## src/sv/rgb_color_temperature_lux_top_assert.svh

```systemverilog
// assertion macros for the color temperature / lux block
`ifndef RGB_COLOR_TEMPERATURE_LUX_TOP_ASSERT_SVH
`define RGB_COLOR_TEMPERATURE_LUX_TOP_ASSERT_SVH

`ifndef NO_ASSERTIONS
// checked property, switched off while reset is high
`define RGBCCT_ASSERT(lbl, prop, msg) \
   lbl: assert property (@(posedge clock) disable iff (reset) prop) else $error(msg);
// checked property that also holds across reset
`define RGBCCT_ASSERT_RST(lbl, prop, msg) \
   lbl: assert property (@(posedge clock) prop) else $error(msg);
`else
`define RGBCCT_ASSERT(lbl, prop, msg)
`define RGBCCT_ASSERT_RST(lbl, prop, msg)
`endif

`endif

```

## src/sv/rgbcct_pkg.sv

```systemverilog
// shared types, constants and helpers for the color temperature / lux block
`timescale 1ns / 1ps
package rgbcct_pkg;

   localparam int CH_W    = 16;
   localparam int COEF_W  = 18;
   localparam int PROD_W  = 35;
   localparam int XYZ_W   = 38;
   localparam int MAG_W   = 37;
   localparam int FRAC_W  = 20;
   localparam int LUX_SH  = 16;
   localparam int Q1_W    = MAG_W + FRAC_W;
   localparam int NUM_W   = Q1_W + 1;
   localparam int Q2_W    = NUM_W + FRAC_W;
   localparam int N_MAG_W = 25;
   localparam int N_W     = N_MAG_W + 1;
   localparam int NSQ_W   = 49;
   localparam int N2_W    = 29;
   localparam int N3P_W   = 56;
   localparam int N3_W    = 34;
   localparam int LIN_W   = 60;
   localparam int LINT_W  = 40;
   localparam int CCT_W   = 44;

   localparam logic signed [COEF_W-1:0] MAT_COEF [3][3] = '{
      '{-18'sd9360,  18'sd101531, -18'sd62679},
      '{-18'sd21277, 18'sd103440, -18'sd47966},
      '{-18'sd44697, 18'sd50511,   18'sd36918}
   };

   localparam logic signed [NUM_W:0] X0_Q20 = (NUM_W+1)'(348127);
   localparam logic signed [NUM_W:0] Y0_Q20 = (NUM_W+1)'(194825);
   localparam logic [N_MAG_W-1:0] N_LIMIT = 25'd16777216;

   localparam logic signed [33:0]      K_LIN   = 34'sd7154748621;
   localparam logic signed [CCT_W-1:0] CCT_OFS = 44'sd5788485550;
   localparam logic signed [10:0]      C_CUBE  = 11'sd449;
   localparam logic signed [12:0]      C_SQ    = 13'sd3525;

   localparam logic [1:0] STATUS_OK    = 2'd0;
   localparam logic [1:0] STATUS_DEGEN = 2'd1;
   localparam logic [1:0] STATUS_SAT   = 2'd2;

   typedef struct packed {
      logic            degen;
      logic            lux_sat;
      logic [CH_W-1:0] lux;
   } side_type;

   typedef struct packed {
      logic     neg;
      side_type side;
   } div_side_type;

   typedef struct packed {
      logic [CH_W-1:0] value;
      logic            sat;
   } sat16_type;

   // shift right, rounding toward zero
   function automatic logic signed [63:0] trunc_shift(input logic signed [63:0] v,
                                                      input int unsigned sh);
      logic [63:0] m;
      m = v[63] ? (64'd0 - $unsigned(v)) : $unsigned(v);
      m = m >> sh;
      return v[63] ? $signed(64'd0 - m) : $signed(m);
   endfunction

   function automatic sat16_type sat16(input logic signed [63:0] v);
      sat16_type r;
      if (v < 0) begin
         r.value = '0;
         r.sat   = 1'b1;
      end else if (v > 64'sd65535) begin
         r.value = '1;
         r.sat   = 1'b1;
      end else begin
         r.value = v[CH_W-1:0];
         r.sat   = 1'b0;
      end
      return r;
   endfunction

endpackage

```

## src/sv/rgbcct_mat.sv

```systemverilog
// rgb to xyz matrix, sum and lux, three register stages
`timescale 1ns / 1ps
module rgbcct_mat
   import rgbcct_pkg::*;
(
   input  logic                    clock,
   input  logic                    reset,
   input  logic                    advance,
   input  logic                    in_valid,
   input  logic [CH_W-1:0]         red,
   input  logic [CH_W-1:0]         green,
   input  logic [CH_W-1:0]         blue,
   output logic                    out_valid,
   output logic signed [XYZ_W-1:0] x_val,
   output logic signed [XYZ_W-1:0] y_val,
   output logic signed [XYZ_W-1:0] s_val,
   output logic [CH_W-1:0]         lux,
   output logic                    lux_sat
);

   logic [CH_W-1:0]          ch [3];
   logic signed [PROD_W-1:0] prod_in [3][3];
   logic signed [PROD_W-1:0] prod_ff [3][3];
   logic signed [XYZ_W-1:0]  xyz_in [3];
   logic signed [XYZ_W-1:0]  xyz_ff [3];
   logic signed [XYZ_W-1:0]  x_ff, y_ff, s_ff, s_in;
   logic [CH_W-1:0]          lux_ff;
   logic                     lux_sat_ff;
   logic                     v_ff [3];
   logic signed [63:0]       lux_t;
   sat16_type                lux_s;

   always_comb begin
      ch[0] = red;
      ch[1] = green;
      ch[2] = blue;
      for (int i = 0; i < 3; i++) begin
         for (int j = 0; j < 3; j++) begin
            prod_in[i][j] = MAT_COEF[i][j] * $signed({1'b0, ch[j]});
         end
      end
      for (int i = 0; i < 3; i++) begin
         xyz_in[i] = XYZ_W'(prod_ff[i][0]) + XYZ_W'(prod_ff[i][1])
                   + XYZ_W'(prod_ff[i][2]);
      end
      s_in  = xyz_ff[0] + xyz_ff[1] + xyz_ff[2];
      lux_t = trunc_shift(64'(xyz_ff[1]), LUX_SH);
      lux_s = sat16(lux_t);
   end

   always_ff @(posedge clock) begin
      if (reset) begin
         for (int i = 0; i < 3; i++) begin
            v_ff[i] <= 1'b0;
         end
      end else if (advance) begin
         v_ff[0] <= in_valid;
         v_ff[1] <= v_ff[0];
         v_ff[2] <= v_ff[1];
      end
   end

   always_ff @(posedge clock) begin
      if (advance) begin
         prod_ff    <= prod_in;
         xyz_ff     <= xyz_in;
         x_ff       <= xyz_ff[0];
         y_ff       <= xyz_ff[1];
         s_ff       <= s_in;
         lux_ff     <= lux_s.value;
         lux_sat_ff <= lux_s.sat;
      end
   end

   assign out_valid = v_ff[2];
   assign x_val     = x_ff;
   assign y_val     = y_ff;
   assign s_val     = s_ff;
   assign lux       = lux_ff;
   assign lux_sat   = lux_sat_ff;

endmodule

```

## config.mk

```make
export PLATFORM = sky130hd
export DESIGN_NAME = rgbcct_mat
export DESIGN_NICKNAME = d
export VERILOG_FILES = /design/src/sv/rgb_color_temperature_lux_top_assert.svh /design/src/sv/rgbcct_pkg.sv /design/src/sv/rgbcct_mat.sv
export SDC_FILE = /design/constraint.sdc
export NUM_CORES = 2
export LEC_CHECK = 0
export BUFFER_PORTS_ARGS = -buffer_cell sky130_fd_sc_hd__buf_2
export CORE_AREA = 2 2 463 465
export DETAILED_ROUTE_END_ITERATION = 10
export DIE_AREA = 0 0 465 467
export GPL_TIMING_DRIVEN = 0
export HOLD_SLACK_MARGIN = 0.08
export PLACE_DENSITY_LB_ADDON = 0.25
export SYNTH_ARGS = -nofsm -noshare
export SYNTH_HDL_FRONTEND = slang
export SYNTH_SLANG_ARGS = --single-unit
```

## constraint.sdc

```tcl
create_clock -name clock -period 16.7 [get_ports clock]
set_clock_uncertainty 0.1 [all_clocks]
set_input_delay 5.01 -clock clock [delete_from_list [all_inputs] [get_ports clock]]
set_output_delay 5.01 -clock clock [all_outputs]
set_load 0.03 [all_outputs]
```

Word-level counts from Yosys, hierarchy flattened
Memories as Yosys holds them, arrays and structs flattened.
Index checks and enable logic that the tools add are counted.
{"block": "totals", "reg_bits": 528, "mem_bits_rw": 3, "mem_count": 1}
{"block": "classes", "add_sub_neg": 10, "n_mul": 9, "n_lt_le_gt_ge": 2, "muxes": 11, "n_bitwise": 3}
{"name": "v_ff", "words": 3, "word_bits": 1, "read_ports": 3, "rd_ports_with_merged_regs": 0, "wr": 3, "line_no": "rgbcct_mat.sv:29", "source": "logic v_ff [3];"}
{"cell": "2-to-1 mux 64 bit", "n": 2}
{"cell": "adder 35 x 34 -> 36 bit", "n": 2}
{"cell": "multiplier 17 x 17 -> 34 bit (first input constant)", "n": 2}
{"cell": "multiplier 16 x 17 -> 33 bit (first input constant)", "n": 2}
{"cell": "greater-than comparator 64 x 17 -> 1 bit (second input constant)", "n": 1}
{"cell": "< comparator 64 x 1 -> 1 bit (second input constant)", "n": 1}
{"cell": "subtractor 1 x 48 -> 49 bit (first input constant)", "n": 1}
{"cell": "adder 38 x 36 -> 38 bit", "n": 1}
{"cell": "adder 38 bit", "n": 1}
{"cell": "subtractor 1 x 36 -> 37 bit (first input constant)", "n": 1}
{"cell": "adder 35 x 33 -> 36 bit", "n": 1}
{"cell": "adder 32 x 34 -> 35 bit", "n": 1}
{"cell": "adder 33 x 34 -> 35 bit", "n": 1}
{"cell": "adder 34 x 33 -> 35 bit", "n": 1}
{"cell": "multiplier 17 x 16 -> 33 bit (first input constant)", "n": 1}
{"cell": "multiplier 16 x 16 -> 32 bit (first input constant)", "n": 1}
{"cell": "multiplier 15 x 16 -> 31 bit (first input constant)", "n": 1}
{"cell": "multiplier 13 x 16 -> 29 bit (first input constant)", "n": 1}
{"cell": "multiplier 11 x 17 -> 28 bit (first input constant)", "n": 1}
{"cell": "2-to-1 mux 17 bit", "n": 1}
{"cell": "2-to-1 mux 1 bit", "n": 8}
{"cell": "bitwise OR 1 bit", "n": 3}

Depth between registers and ports, before layout
{"block": "depth", "ltp_word": 6, "depth_mapped": 23, "mapped_depth_nobuf": 23}

Worst setup path after synthesis
No wires, ideal clock.
{"block": "synth_timing", "path_kind": "input-to-reg", "from": "input red[9]", "to": "register prod_ff[206] (netlist bit) (data pin)", "setup_ns": 0.258, "arrival_ns": 10.574, "t_required_ns": 16.342, "slack_ns": 5.769, "cell_stages": 21, "path_buffers": 0, "path_cell_list": "inv_1 fa_1 inv_1 fa_1 fa_1 inv_1 fa_1 fa_1 inv_1 fa_1 ha_1 a21o_1 a21o_1 a2111oi_0 o211ai_1 a41oi_1 o21ai_0 o41ai_1 o21bai_1 a21oi_1 xnor2_1"}
{"item": "start: declaration", "line_no": "rgbcct_mat.sv:10", "source": "input logic [CH_W-1:0] red,"}
{"item": "end signal: assignment", "line_no": "rgbcct_mat.sv:65", "source": "prod_ff <= prod_in;"}
{"item": "end: declaration", "line_no": "rgbcct_mat.sv:23", "source": "logic signed [PROD_W-1:0] prod_ff [3][3];"}

==> flow_summary_export.csv <==
group,metric,value,unit
timing,period_needed,12.35,ns
global_routing,grt_usage,16.7,%
route,drt_pass1_iterations,6,
global_routing,overflow,0,
synth,syn_area,63400,um^2
clock_tree,numCtsBuffers,58,
timing,slew_headroom,21.4,%
setup_path,critPathTopFamily,"adder cells",
place,place_congestion,0.918,
synth,ys_ff_latch,514,
floorplanning,initial_core_util,30.0,%
global_routing,grt_pass1_vias,42500,
route,vias,41000,
clock_tree,cts_root_buffer,"clkbuf_16",
synth,ys_top_cells_by_area,"fa_1 26%, edfxtp_1 24%, ha_1 23%",
timing,worst_slew_pin_slew,1.17,ns
floorplanning,fp.dieW,465,um
cells_and_area,area_growth,10.2,%
cells_and_area,final_layout_size_suffix_gt1_share,5.38,%
synth,avgSynthCellArea,11.1,um^2
timing,hold_viol,0,
timing,fmax,0.0810,GHz
synth,synth_edf_count,514,
floorplanning,die_area,217000,um^2
global_routing,antenna_found_initial,16,
route,drc,0,
timing,grt_setup_unrepaired,"false",
synth,netlist_instances,5707,
run_status,status,"completed",
timing,fin_crit_sh,73.9,%
setup_path,endpoint_kind,"flop",
cells_and_area,final_nets,7981,
setup_path,r2r_setup_slack,11.60,ns
route,vias_per_cell,4.65,
clock_tree,clk_path_buf_depth,3,
synth,ys_async_sr_fraction,0,%
place,port_buffers,183,
synth,yosysSeqAreaShare,24.3,%
route,ant_nets,0,
synth,synth_largest_area_cell,"fa_1",
timing,final_max_slew_viol_count,0,
setup_path,max_stage_delay,0.67,ns
job,cap_violations,0,
synth,synth_ff_type,"edfxtp_1",
synth,synth_cell_types,79,
route,routed_wl,182,mm
floorplanning,core_area,212000,um^2
setup_path,cp_slowest_cell,"a2111oi_0",
clock_tree,cts_resized,0,
place,dp_hpwl,156,mm
setup_path,start_kind,"primary input",
floorplanning,die_y,467,um
setup_path,critPathMaxFanout,11,
clock_tree,path_clk_slew,0.06,ns
setup_path,required,16.97,ns
global_routing,grt_pass1_wl,270,mm
route,wl_per_cell,20.6,um
clock_tree,holdBufCountCts,0,
cells_and_area,layout_commonest_cell,"inv_1",
synth,synth_fp_nets,7734,
setup_path,crit_buf_inv,5,
clock_tree,clk_latency,0.65,ns
global_routing,grt_start_max_net_pins,129,
setup_path,crit_chain,"buf_2, inv_1, fa_1, inv_1, fa_1, fa_1, inv_1, fa_1, fa_1, inv_1, fa_1, ha_1, a21o_1, a21o_1, a2111oi_0, o211ai_1, a41oi_1, o21ai_0, o41ai_1, o21bai_1, a21oi_1, xnor2_1",
clock_tree,cts_tree,"done",
clock_tree,ctsHtreeMaxLevel,2,
clock_tree,cts.sinks,514,
synth,ys.warnings.count,0,
timing,setup_viol,0,
synth,synth_top_area_share,25.5,%
floorplanning,fp-row-count,169,
setup_path,arrival,12.62,ns
clock_tree,cts_setup_buffers,0,
timing,setup_tns,0,ns
floorplanning,pin_count,184,
setup_path,critical_path.most_common_cell,"fa_1",
min_path,worstHoldPathType,"flop to flop",
cells_and_area,most-common-layout-cells,"1252 x inv_1, 1166 x ha_1, 809 x fa_1",
route,first_iter_violations,2584,
setup_path,critical_path_class,"primary input to flop",
==> cells by family after synthesis <==
family / count (synthesis) / synth area share (%)
DFF: 514 / 24.3
AOI/OAI and AO/OA: 901 / 9.30
adders and majority gates: 1975 / 48.5
xor gates and xnor gates: 348 / 4.81
muxes: 4 / 0.0651
buffers and inverters: 1272 / 7.55
and+or+nand+nor: 693 / 5.40
==> stage by stage <==
stage               area, um^2  utilization (%)  instances  hold slack, ns  setup WS [ns]
floorplan                63400                -       5707           0.326           5.77
global placement         67900             32.1       8711           0.351           2.40
detailed placement       68000             32.1       8715           0.342           3.66
CTS                      69900             33.0       8823           0.357           4.36
global route             69900             33.0       8823           0.367           4.12
finish                   69900             33.0       8826           0.355           4.35
==> layer usage <==
metal / GRT usage, % / vias to the layer above / wire length (um)
met5: 0 / - / 0
met4: 3.46 / 0 / 3940
met3: 1.62 / 148 / 7120
met2: 28.0 / 769 / 84600
met1: 23.4 / 20500 / 86300
li1: - / 19700 / -
==> cell usage after synthesis (62+ instances only) <==
| library cell | n |
|---|---|
| a21oi_1 | 282 |
| o21a_1 | 68 |
| o21ai_0 | 138 |
| fa_1 | 809 |
| nor2_1 | 210 |
| nand2_1 | 124 |
| nand3_1 | 62 |
| ha_1 | 1166 |
| xor2_1 | 85 |
| a21o_1 | 140 |
| edfxtp_1 | 514 |
| xnor2_1 | 263 |
| inv_1 | 1252 |
==> flip-flops by register name, summed over array words and instances, names as in the netlist <==
signal   count
prod_ff    276
xyz_ff     108
s_val       38
x_val       36
y_val       36
lux         16
v_ff         3
lux_sat      1
==> cell type report <==
| cell class | count | area, um^2 |
|---|---|---|
| fillers | 21300 | 142000 |
| flip-flops and latches | 514 | 15400 |
| clock inverters | 38 | 399 |
| plain buffers | 20 | 90.1 |
| diodes | 3 | 7.51 |
| well taps | 2821 | 3530 |
| repair buffers | 187 | 1040 |
| multi-input cells | 3921 | 43200 |
| clock buffers | 70 | 1520 |
| inverters | 1252 | 4700 |
==> final timing paths <==
kind,to,from,cells after the start
max,prod_ff[206],red[10],22
min,x_val[0],xyz_ff[76],0
max reg2reg,xyz_ff[73],prod_ff[245],11
min reg2reg,x_val[0],xyz_ff[76],0
Power is left out: the tool's default activity adds up to more than one toggle a clock period on the data nets, which glitch-free logic cannot reach.
